File: config.mk
export PLATFORM = sky130hd
export DESIGN_NAME = imhq_ctrl
export DESIGN_NICKNAME = d
export VERILOG_FILES = /design/src/hdl/imhq_pkg.sv /design/src/hdl/imhq_ctrl.sv
export SDC_FILE = /design/constraint.sdc
export NUM_CORES = 1
export LEC_CHECK = 0
export BUFFER_PORTS_ARGS = -buffer_cell sky130_fd_sc_hd__buf_2
export CORE_MARGIN = 4
export CORE_UTILIZATION = 39
export CTS_BUF_LIST = sky130_fd_sc_hd__clkbuf_4 sky130_fd_sc_hd__clkbuf_8 sky130_fd_sc_hd__clkbuf_16
export DETAILED_ROUTE_END_ITERATION = 12
export PLACE_DENSITY_LB_ADDON = 0.1
export SYNTH_ARGS = -nofsm -noshare
export SYNTH_HDL_FRONTEND = slang
export SYNTH_SLANG_ARGS = --single-unit
File: constraint.sdc
create_clock -name clk -period 1.5 [get_ports clk]
set_input_delay 0.225 -clock clk [delete_from_list [all_inputs] [get_ports clk]]
set_output_delay 0.225 -clock clk [all_outputs]
set_load 0.005 [all_outputs]
File: src/hdl/imhq_pkg.sv
// Package with the request, result, command and status types of the indexed min-heap queue.
package imhq_pkg;

  typedef enum logic [1:0] {
    OP_PUSH   = 2'd0,
    OP_POP    = 2'd1,
    OP_UPDATE = 2'd2,
    OP_PEEK   = 2'd3
  } op_t;

  typedef enum logic [1:0] {
    ERR_NONE   = 2'd0,
    ERR_EMPTY  = 2'd1,
    ERR_DUP    = 2'd2,
    ERR_ABSENT = 2'd3
  } err_t;

  typedef struct packed {
    op_t         req_type;
    logic [9:0]  item_index;
    logic [31:0] item_key;
  } req_t;

  typedef struct packed {
    logic [9:0]  top_item;
    logic [31:0] top_key;
    logic        heap_empty;
    logic [10:0] item_count;
    err_t        error_code;
  } res_t;

  typedef enum logic [4:0] {
    ST_CLEAR,
    ST_IDLE,
    ST_REDUCE,
    ST_POP_LAST,
    ST_POP_KEY,
    ST_POP_INIT,
    ST_LOOK,
    ST_RISE_P,
    ST_RISE_K,
    ST_RISE_C,
    ST_SINK_L,
    ST_SINK_LK,
    ST_SINK_RK,
    ST_SINK_C,
    ST_PLACE,
    ST_ROOT_RD,
    ST_ROOT_K,
    ST_ROOT_W
  } state_t;

  typedef struct packed {
    logic clr_wr;
    logic load;
    logic reduce;
    logic look_rd;
    logic err_load;
    err_t err_val;
    logic push_init;
    logic upd_init;
    logic pop_rd_root;
    logic pop_rd_last;
    logic pop_rd_key;
    logic pop_init;
    logic rise_rd;
    logic rise_key;
    logic rise_move;
    logic sink_rd_l;
    logic sink_key_l;
    logic sink_key_r;
    logic sink_move;
    logic place;
    logic root_rd;
    logic root_key;
    logic emit;
  } cmd_t;

  typedef struct packed {
    logic clear_done;
    logic item_big;
    op_t  op;
    logic queued;
    logic count_zero;
    logic pos_zero;
    logic rise_less;
    logic has_l;
    logic sink_move;
  } stat_t;

endpackage

File: src/hdl/imhq_ctrl.sv
// Controller state machine that sequences the heap operations of the indexed min-heap queue.
module imhq_ctrl
  import imhq_pkg::*;
(
  input  logic  clk,
  input  logic  rst,
  input  logic  start,
  input  stat_t st,
  output cmd_t  cmd,
  output logic  busy
);

  state_t state, state_next;

  always_ff @(posedge clk) begin
    if (rst) begin
      state <= ST_CLEAR;
    end else begin
      state <= state_next;
    end
  end

  always_comb begin
    state_next = state;
    cmd = '0;
    cmd.err_val = ERR_NONE;
    busy = (state != ST_IDLE);
    case (state)
      ST_CLEAR: begin
        cmd.clr_wr = 1'b1;
        if (st.clear_done) state_next = ST_IDLE;
      end
      ST_IDLE: begin
        if (start) begin
          cmd.load = 1'b1;
          state_next = ST_REDUCE;
        end
      end
      ST_REDUCE: begin
        if (st.item_big) begin
          cmd.reduce = 1'b1;
        end else begin
          case (st.op)
            OP_PEEK: state_next = ST_ROOT_RD;
            OP_POP: begin
              if (st.count_zero) begin
                cmd.err_load = 1'b1;
                cmd.err_val = ERR_EMPTY;
                state_next = ST_ROOT_RD;
              end else begin
                cmd.pop_rd_root = 1'b1;
                state_next = ST_POP_LAST;
              end
            end
            default: begin
              cmd.look_rd = 1'b1;
              state_next = ST_LOOK;
            end
          endcase
        end
      end
      ST_POP_LAST: begin
        cmd.pop_rd_last = 1'b1;
        state_next = ST_POP_KEY;
      end
      ST_POP_KEY: begin
        cmd.pop_rd_key = 1'b1;
        state_next = ST_POP_INIT;
      end
      ST_POP_INIT: begin
        cmd.pop_init = 1'b1;
        state_next = ST_SINK_L;
      end
      ST_LOOK: begin
        if (st.op == OP_PUSH) begin
          if (st.queued) begin
            cmd.err_load = 1'b1;
            cmd.err_val = ERR_DUP;
            state_next = ST_ROOT_RD;
          end else begin
            cmd.push_init = 1'b1;
            state_next = ST_RISE_P;
          end
        end else begin
          if (!st.queued) begin
            cmd.err_load = 1'b1;
            cmd.err_val = ERR_ABSENT;
            state_next = ST_ROOT_RD;
          end else begin
            cmd.upd_init = 1'b1;
            state_next = ST_RISE_P;
          end
        end
      end
      ST_RISE_P: begin
        if (st.pos_zero) begin
          state_next = (st.op == OP_PUSH) ? ST_PLACE : ST_SINK_L;
        end else begin
          cmd.rise_rd = 1'b1;
          state_next = ST_RISE_K;
        end
      end
      ST_RISE_K: begin
        cmd.rise_key = 1'b1;
        state_next = ST_RISE_C;
      end
      ST_RISE_C: begin
        if (st.rise_less) begin
          cmd.rise_move = 1'b1;
          state_next = ST_RISE_P;
        end else begin
          state_next = (st.op == OP_PUSH) ? ST_PLACE : ST_SINK_L;
        end
      end
      ST_SINK_L: begin
        if (st.has_l) begin
          cmd.sink_rd_l = 1'b1;
          state_next = ST_SINK_LK;
        end else begin
          state_next = ST_PLACE;
        end
      end
      ST_SINK_LK: begin
        cmd.sink_key_l = 1'b1;
        state_next = ST_SINK_RK;
      end
      ST_SINK_RK: begin
        cmd.sink_key_r = 1'b1;
        state_next = ST_SINK_C;
      end
      ST_SINK_C: begin
        if (st.sink_move) begin
          cmd.sink_move = 1'b1;
          state_next = ST_SINK_L;
        end else begin
          state_next = ST_PLACE;
        end
      end
      ST_PLACE: begin
        cmd.place = 1'b1;
        state_next = ST_ROOT_RD;
      end
      ST_ROOT_RD: begin
        if (st.count_zero) begin
          cmd.emit = 1'b1;
          state_next = ST_IDLE;
        end else begin
          cmd.root_rd = 1'b1;
          state_next = ST_ROOT_K;
        end
      end
      ST_ROOT_K: begin
        cmd.root_key = 1'b1;
        state_next = ST_ROOT_W;
      end
      ST_ROOT_W: begin
        cmd.emit = 1'b1;
        state_next = ST_IDLE;
      end
      default: state_next = ST_CLEAR;
    endcase
  end

endmodule

Yosys cells after proc, flatten, opt, wreduce, memory -nomap -nowiden
Index checks and enable logic that the tools add are counted.
{ "op_classes": {"n_reduce_logical": 4, "eq_ne": 23, "add_sub_neg": 0, "div_mod_pow": 0, "multipliers": 0, "mux": 56, "bitwise_logic": 0, "n_lt_le_gt_ge": 0, "n_shift": 0} }
{ "ops": {"columns": ["operator", "n"], "rows": [
  ["$pmux W5 S18", 1],
  ["$eq A5 B4 Y1 const B", 8],
  ["$mux W1", 31],
  ["$mux W3", 9],
  ["$mux W5", 5],
  ["$eq A5 B3 Y1 const B", 4],
  ["$mux W4", 5],
  ["$eq A5 B2 Y1 const B", 2],
  ["$eq A5 B5 Y1 const B", 2],
  ["$pmux W5 S2", 1],
  ["$ne A2 B2 Y1 const B", 3],
  ["$pmux W3 S2", 1],
  ["$eq A5 B1 Y1 const B", 1],
  ["$logic_not A5 Y1", 1],
  ["$ne A5 B1 Y1 const B", 1],
  ["$mux W2", 2],
  ["$reduce_and A3 Y1", 1],
  ["$eq A2 B1 Y1 const B", 1],
  ["$eq A2 B2 Y1 const B", 1],
  ["$logic_not A2 Y1", 1],
  ["$pmux W1 S2", 1],
  ["$reduce_or A2 Y1", 1]
]} }
{ "word_totals": {"romBits": 0, "elab_cells": 84, "input_bits": 13, "latchBits": 0, "out_inout_bits": 25, "mem_count": 0, "register_bits": 5, "ram_bits": 0} }

Longest topological paths before layout
Gate-level depths: netlist (run 1).
{ "depth": {"depth_word": 5, "mapped_depth": 6, "mapped_depth_nobuf": 6} }

Worst setup path after synthesis (run 1)
Ideal clock, no wire load.
{ "synth_timing": {"kind": "input port to flip-flop", "from": "in st[7] (netlist name)", "to": "reg state[3]", "slack_ns": 0.002, "t_arrival_ns": 1.428, "setup_time_ns": 0.070, "required_ns": 1.430, "stages": 6, "path_buffers": 0, "cell_sequence": "or2_2 ha_1 nor2b_1 o22ai_1 or3_1 a21oi_1"} }
{ "synth_via": {"elab_chain_len": 4, "elab_cells_between_ends": 7, "classes_between": "eq/ne: 2; mux: 4; reduce/logical: 1"} }
{ "synth_lines": {"columns": ["item", "line_no", "text"], "rows": [
  ["from (decl)", "imhq_ctrl.sv:8", "input stat_t st,"],
  ["$eq A2 B1 Y1 / $eq A2 B2 Y1 (equally long branches)", "imhq_ctrl.sv:43", "case (st.op)"],
  ["$pmux W5 S2", "imhq_ctrl.sv:43", null],
  ["$mux W5", "imhq_ctrl.sv:40", "if (st.item_big) begin"],
  ["$pmux W5 S18 (*)", "imhq_ctrl.sv:28", "case (state)"],
  ["to (signal assigned)", "imhq_ctrl.sv:19", "state <= state_next;"],
  ["to (decl)", "imhq_ctrl.sv:13", "state_t state, state_next;"]
]} }
Every way passes the cells marked *; elsewhere a longest branch is shown, timed or not. The select of a mux whose other input is x is not followed.
A chain may end at the register's enable or synchronous reset.

==> results by group, run 1 <==
Clock tree
  – Cts hold-fix bufs: 0
  – CTS Sinks: 5
  – Reg clk slew, reported paths: 0.05 ns
  – Clock Path Buffers: 2
  – H-Tree Depth: 1
  – Clk_lat worst skew: 0.24 ns
  – Clock root cell: clkbuf_4
  – Num CTS Buffers: 3
  – CTS tree: built

Drt
  – Post-route DRC: 0
  – Avg WL per Cell: 14.5 µm
  – Initial DRC Count: 28
  – Total Routed Length: 2.71 mm
  – Vias per cell: 5.36
  – Pre-Repair DR Iteration Count: 4
  – Vias: 997
  – Antenna Nets Post-Route: 0

Timing
  – Final Skew: 0.00418 ns
  – Endpoints failing setup: 28
  – Achievable Freq: 566 MHz
  – Post-route minimum period: 1.77 ns
  – Fin. max-slew vios: 0
  – RSZ-0062 raised after global routing: true
  – Final hold vios: 0
  – Final setup TNS: -4.34 ns
  – Final WS setup: -0.268 ns
  – Worst slew pin tran: 0.349 ns
  – Final period util: 118%
  – Slew headroom: 76.5%

Floorplan
  – Die area: 2540 µm²
  – Core area: 1710 µm²
  – Die X: 50.4 µm
  – Row count: 15
  – # IOs: 38
  – Starting density of the core: 41.1%
  – Die span in y: 50.4 µm

Power
  – P_leak: 0.606 nW
  – Sw Ratio: 44.1%
  – Combinational power share: 72.3%
  – Net Switching: 0.590 mW
  – Power Total: 1.34 mW
  – Pwr dens: 1060 nW/µm²
  – Cell internal pwr: 0.748 mW
  – Clock share of power: 13.3%
  – Worst vdd ir: 729 µV
  – Reg power frac: 14.4%

Layout
  – Area growth, synth to finish: 79.1%
  – Filler cells: 142
  – Ant diodes: 0
  – Final net count: 178
  – Share of cells above drive strength 1: 59.6%
  – Max reg flops: 5
  – Final core utilization: 73.6%
  – Reg with most FFs: state
  – Largest regs: state: 5 flops
  – Final instance area: 1260 µm²

Synthesis
  – Share of synthesized registers carrying an async set or reset: 0%
  – Most numerous cell in the Yosys netlist: nor2_1
  – Synth area leaders: dfxtp_1 (14%), nor2_1 (8.6%), nand3b_1 (6.4%)
  – Leading area contributor after synthesis: dfxtp_1
  – Top cell type's share of synthesized area: 14.3%
  – Largest family of logic cells by synthesized area: simple AND/OR/NAND/NOR gates
  – Post-synthesis compound-gate area fraction: 19.4%
  – Synth Net Count: 120
  – Synth top cells by count: nor2_1 (16), nor3_1 (7)
  – EDFF count, synth: 0
  – Synth unique cells: 38
  – Seq/Total Area, Yosys: 14.3%
  – Synthesized instance count: 104
  – Synthesized area: 702 µm²
  – Mux share of post-synthesis cell area: 0%
  – Synth Area in Simple Gates: 52.4%
  – Adder-cell share of the synthesized area: 5.35%
  – Average size of a mapped cell: 6.75 µm²
  – Post-synth top flop: dfxtp_1
  – FF+latch count, synth: 5
  – Count of yosys warnings during synthesis: 0
  – Xor and xnor fraction of the mapped netlist area: 0%

Critical path
  – CP Data Arrival Time: 1.54 ns
  – CP max FO: 14
  – CP required: 1.27 ns
  – WS Path Type: flop to primary output
  – Worst setup SP type: flop
  – Critical Path End Type: primary output

Place
  – HPWL Detailed: 1.94 mm
  – DP Area: 1020 µm²
  – Routability cong.: 0.850
  – Port Buffers: 37

Global route
  – Total Routing Usage GR: 22.8%
  – First-pass GRT wire length: 4.45 mm
  – Vias in the first global route: 976
  – Antenna violations before repair: 0
  – Largest net degree at the start of global routing: 15
  – Grt total ovfl: 0

Hold path
  – Hold Path Class: primary input to flop

Outcome
  – Status: complete, but fails checks
  – Failing checks: negative setup slack

Flow run
  – MaxCap Viol Count: 0
worst max-delay path, cell delays in order (launching register included):
cell      delay [ns]
dfxtp_2         0.35
buf_4           0.19
nand3b_1        0.22
buf_4           0.21
nor3_2          0.16
buf_2           0.16
area by class of cell:
type | count | area (µm²) | area share, %
clock buffers | 4 | 30.0 | 2.39
repair buffers | 61 | 405 | 32.2
well taps | 25 | 31.3 | 2.49
flip-flops and latches | 5 | 104 | 8.26
inverters | 6 | 22.5 | 1.79
multi-input cells | 85 | 664 | 52.8
metal layers:
layer,global-route usage [%],vias up,wire length [µm]
li1,-,485,-
met3,6.53,2,183
met4,6.73,0,15
met1,26.4,469,1140
met5,0,-,0
met2,40.4,41,1370
metrics by stage:
step | worst slack, ns | hold slack (ns) | cells
finish | -0.268 | 0.279 | 186
global route | -0.344 | 0.289 | 186
CTS | -0.271 | 0.273 | 185
detailed placement | -0.145 | 0.525 | 177
global placement | -0.124 | 0.518 | 177
floorplan | 0.00197 | 0.392 | 104
logic make-up after synthesis:
logic type	Yosys count
compound gates	19
buf+inv	14
flops	5
fa+ha+maj	3
simple gates	63
what timing repair did:
item,4_1_cts,5_1_grt
endpoints found under the setup margin,28,28
pin swaps,13,8
resized for setup,25,18
buffers inserted,4,1
cloned,0,0
placed cells by master (no fill, tap or decap), types with 2 or more instances in the layout:
master	n
buf_2	36
buf_4	15
buf_6	10
nor2_2	7
inv_1	6
nand3b_1	6
nor2_1	5
nand2_1	5
a21oi_1	5
nor2_4	4
nand3_1	4
nor3_1	4
clkbuf_4	4
or3b_4	3
nor3_4	3
and2_1	3
ha_1	3
dfxtp_2	3
nand2b_1	2
or3_4	2
or2_4	2
nor3_2	2
nor2b_1	2
a211oi_1	2
or3_1	2
dfxtp_1	2
power groups by stage:
stage	combinational [mW]	clock, mW	sequential [mW]
floorplan	0.430	0	0.189
global placement	0.717	0	0.185
detailed placement	0.728	0	0.186
CTS	0.849	0.180	0.190
global route	1.04	0.201	0.194
finish	0.967	0.178	0.192
worst paths after layout:
path                   end  startpoint  cells past startpoint  slack, ns
hold / removal    state[1]         rst                      4       0.28
setup / recovery    cmd[2]    state[1]                      5      -0.27
hold reg to reg   state[1]    state[4]                      2       0.58
setup reg to reg  state[3]    state[1]                      6      -0.06
Note: power is estimated with default switching activity, not from simulation.
==> run 2: changes to the inputs <==
--- a/config.mk
+++ b/config.mk
@@ -7,9 +7,9 @@
 export LEC_CHECK = 0
 export BUFFER_PORTS_ARGS = -buffer_cell sky130_fd_sc_hd__buf_2
-export CORE_MARGIN = 4
 export CORE_UTILIZATION = 39
 export CTS_BUF_LIST = sky130_fd_sc_hd__clkbuf_4 sky130_fd_sc_hd__clkbuf_8 sky130_fd_sc_hd__clkbuf_16
 export DETAILED_ROUTE_END_ITERATION = 12
 export PLACE_DENSITY_LB_ADDON = 0.1
+export SKIP_CTS_REPAIR_TIMING = 1
 export SYNTH_ARGS = -nofsm -noshare
 export SYNTH_HDL_FRONTEND = slang
==> constraint.sdc (replaced) <==
create_clock -name clk -period 1.5 [get_ports clk]
set_input_delay 0.15 -clock clk [delete_from_list [all_inputs] [get_ports clk]]
set_output_delay 0.15 -clock clk [all_outputs]
set_load 0.005 [all_outputs]
==> results by group, run 2 (synthesized netlist as in run 1, its figures left out) <==
Outcome
  – Status: complete, but fails checks
  – Failing checks: negative setup slack

Drt
  – Avg WL per Cell: 12.6 µm
  – Vias per cell: 5.25
  – Antenna Nets Post-Route: 0
  – Pre-Repair DR Iteration Count: 4
  – Post-route DRC: 0
  – Initial DRC Count: 19
  – Total Routed Length: 2.29 mm
  – Vias: 955

Clock tree
  – Clock root cell: clkbuf_4
  – CTS tree: built
  – Clk_lat worst skew: 0.26 ns
  – Num CTS Buffers: 3
  – Clock Path Buffers: 2
  – CTS Sinks: 5
  – H-Tree Depth: 1
  – Reg clk slew, reported paths: 0.05 ns

Place
  – Placed instance count: 171
  – HPWL Detailed: 1.67 mm
  – Routability cong.: 0.814
  – Port Buffers: 37
  – DP Area: 985 µm²

Global route
  – First-pass GRT wire length: 3.33 mm
  – Largest net degree at the start of global routing: 15
  – Vias in the first global route: 763
  – Grt total ovfl: 0
  – Total Routing Usage GR: 22.6%
  – Antenna violations before repair: 0

Floorplan
  – # IOs: 38
  – Die area: 1970 µm²
  – Row count: 14
  – Die X: 44.4 µm
  – Core area: 1590 µm²
  – Die span in y: 44.4 µm
  – Starting density of the core: 44.0%

Timing
  – Achievable Freq: 584 MHz
  – Fin. max-slew vios: 0
  – Slew headroom: 80.4%
  – Endpoints failing setup: 20
  – RSZ-0062 raised after global routing: true
  – Final WS setup: -0.212 ns
  – Final setup TNS: -2.11 ns
  – Post-route minimum period: 1.71 ns
  – Worst slew pin tran: 0.292 ns
  – Final Skew: 0.00774 ns
  – Final hold vios: 0
  – Final period util: 114%

Layout
  – Post-Layout Cell Count: 182
  – Final instance area: 1170 µm²
  – Commonest non-fill, non-tap cell in the layout: buf_2
  – Area growth, synth to finish: 66.5%
  – Ant diodes: 0
  – FF/Latch Area: 106 µm²
  – Final net count: 175
  – Footprint of the multi-input gates: 608 µm²
  – Filler cells: 132
  – Largest regs: state: 5 flops
  – Max reg flops: 5
  – Share of cells above drive strength 1: 53.8%
  – Reg with most FFs: state
  – Most frequent cells in the layout: buf_2 (36), buf_4 (15), nor2_1 (11), buf_6 (7)

Critical path
  – CP required: 1.35 ns
  – Worst setup SP type: flop
  – Critical Path End Type: primary output
  – CP Data Arrival Time: 1.56 ns
  – WS Path Type: flop to primary output
  – CP max FO: 5

Hold path
  – Hold Path Class: primary input to flop

Power
  – Clock share of power: 15.2%
  – Net Switching: 0.539 mW
  – Reg power frac: 16.5%
  – Worst vdd ir: 725 µV
  – Pwr dens: 1080 nW/µm²
  – Cell internal pwr: 0.718 mW
  – P_leak: 0.582 nW
  – Combinational power share: 68.4%
  – Sw Ratio: 42.9%

Flow run
  – MaxCap Viol Count: 0
## run 2: worst max-delay path: stages (launching register included)
cell and delay [ns]:
dfxtp_2 0.32, or3b_4 0.44, buf_4 0.16, buf_6 0.11
nor3_4 0.13, buf_2 0.14
## run 2: cell type report
class                   count  area share (%)
well taps                  24            2.57
repair buffers             58            31.8
clock buffers               4            2.57
multi-input cells          85            52.0
inverters                   6            1.93
flip-flops and latches      5            9.10
## run 2: per-layer routing
layer	GRT usage [%]	up-vias	part of all wire (%)
li1	-	476	-
met1	31.1	433	46
met2	35.9	44	47
met3	1.22	2	5.3
met4	10.9	0	1.4
met5	0	-	0
## run 2: stage by stage
step	setup WS (ns)	hold WS [ns]	util [%]	power [mW]
6_report	-0.212	0.189	73.3	1.26
5_1_grt	-0.270	0.187	73.3	1.34
4_1_cts	-0.300	0.185	63.7	1.07
3_5_place_dp	-0.101	0.447	61.8	0.877
3_3_place_gp	-0.0580	0.446	61.8	0.867
2_1_floorplan	0.0770	0.317	-	0.620
## run 2: power groups by stage
stage / Sequential [mW] / Clock, mW / Combinational (mW)
6_report: 0.207 / 0.191 / 0.859
5_1_grt: 0.215 / 0.200 / 0.925
4_1_cts: 0.196 / 0.194 / 0.681
3_5_place_dp: 0.198 / 0 / 0.679
3_3_place_gp: 0.197 / 0 / 0.671
2_1_floorplan: 0.189 / 0 / 0.430
## run 2: path summary, 6_finish.rpt
kind / slack, ns / start / endpoint / depth (start not counted)
min: 0.19 / rst / state[4] / 2
min reg2reg: 0.57 / state[4] / state[1] / 2
max reg2reg: 0.03 / state[2] / state[0] / 5
max: -0.21 / state[2] / cmd[7] / 5
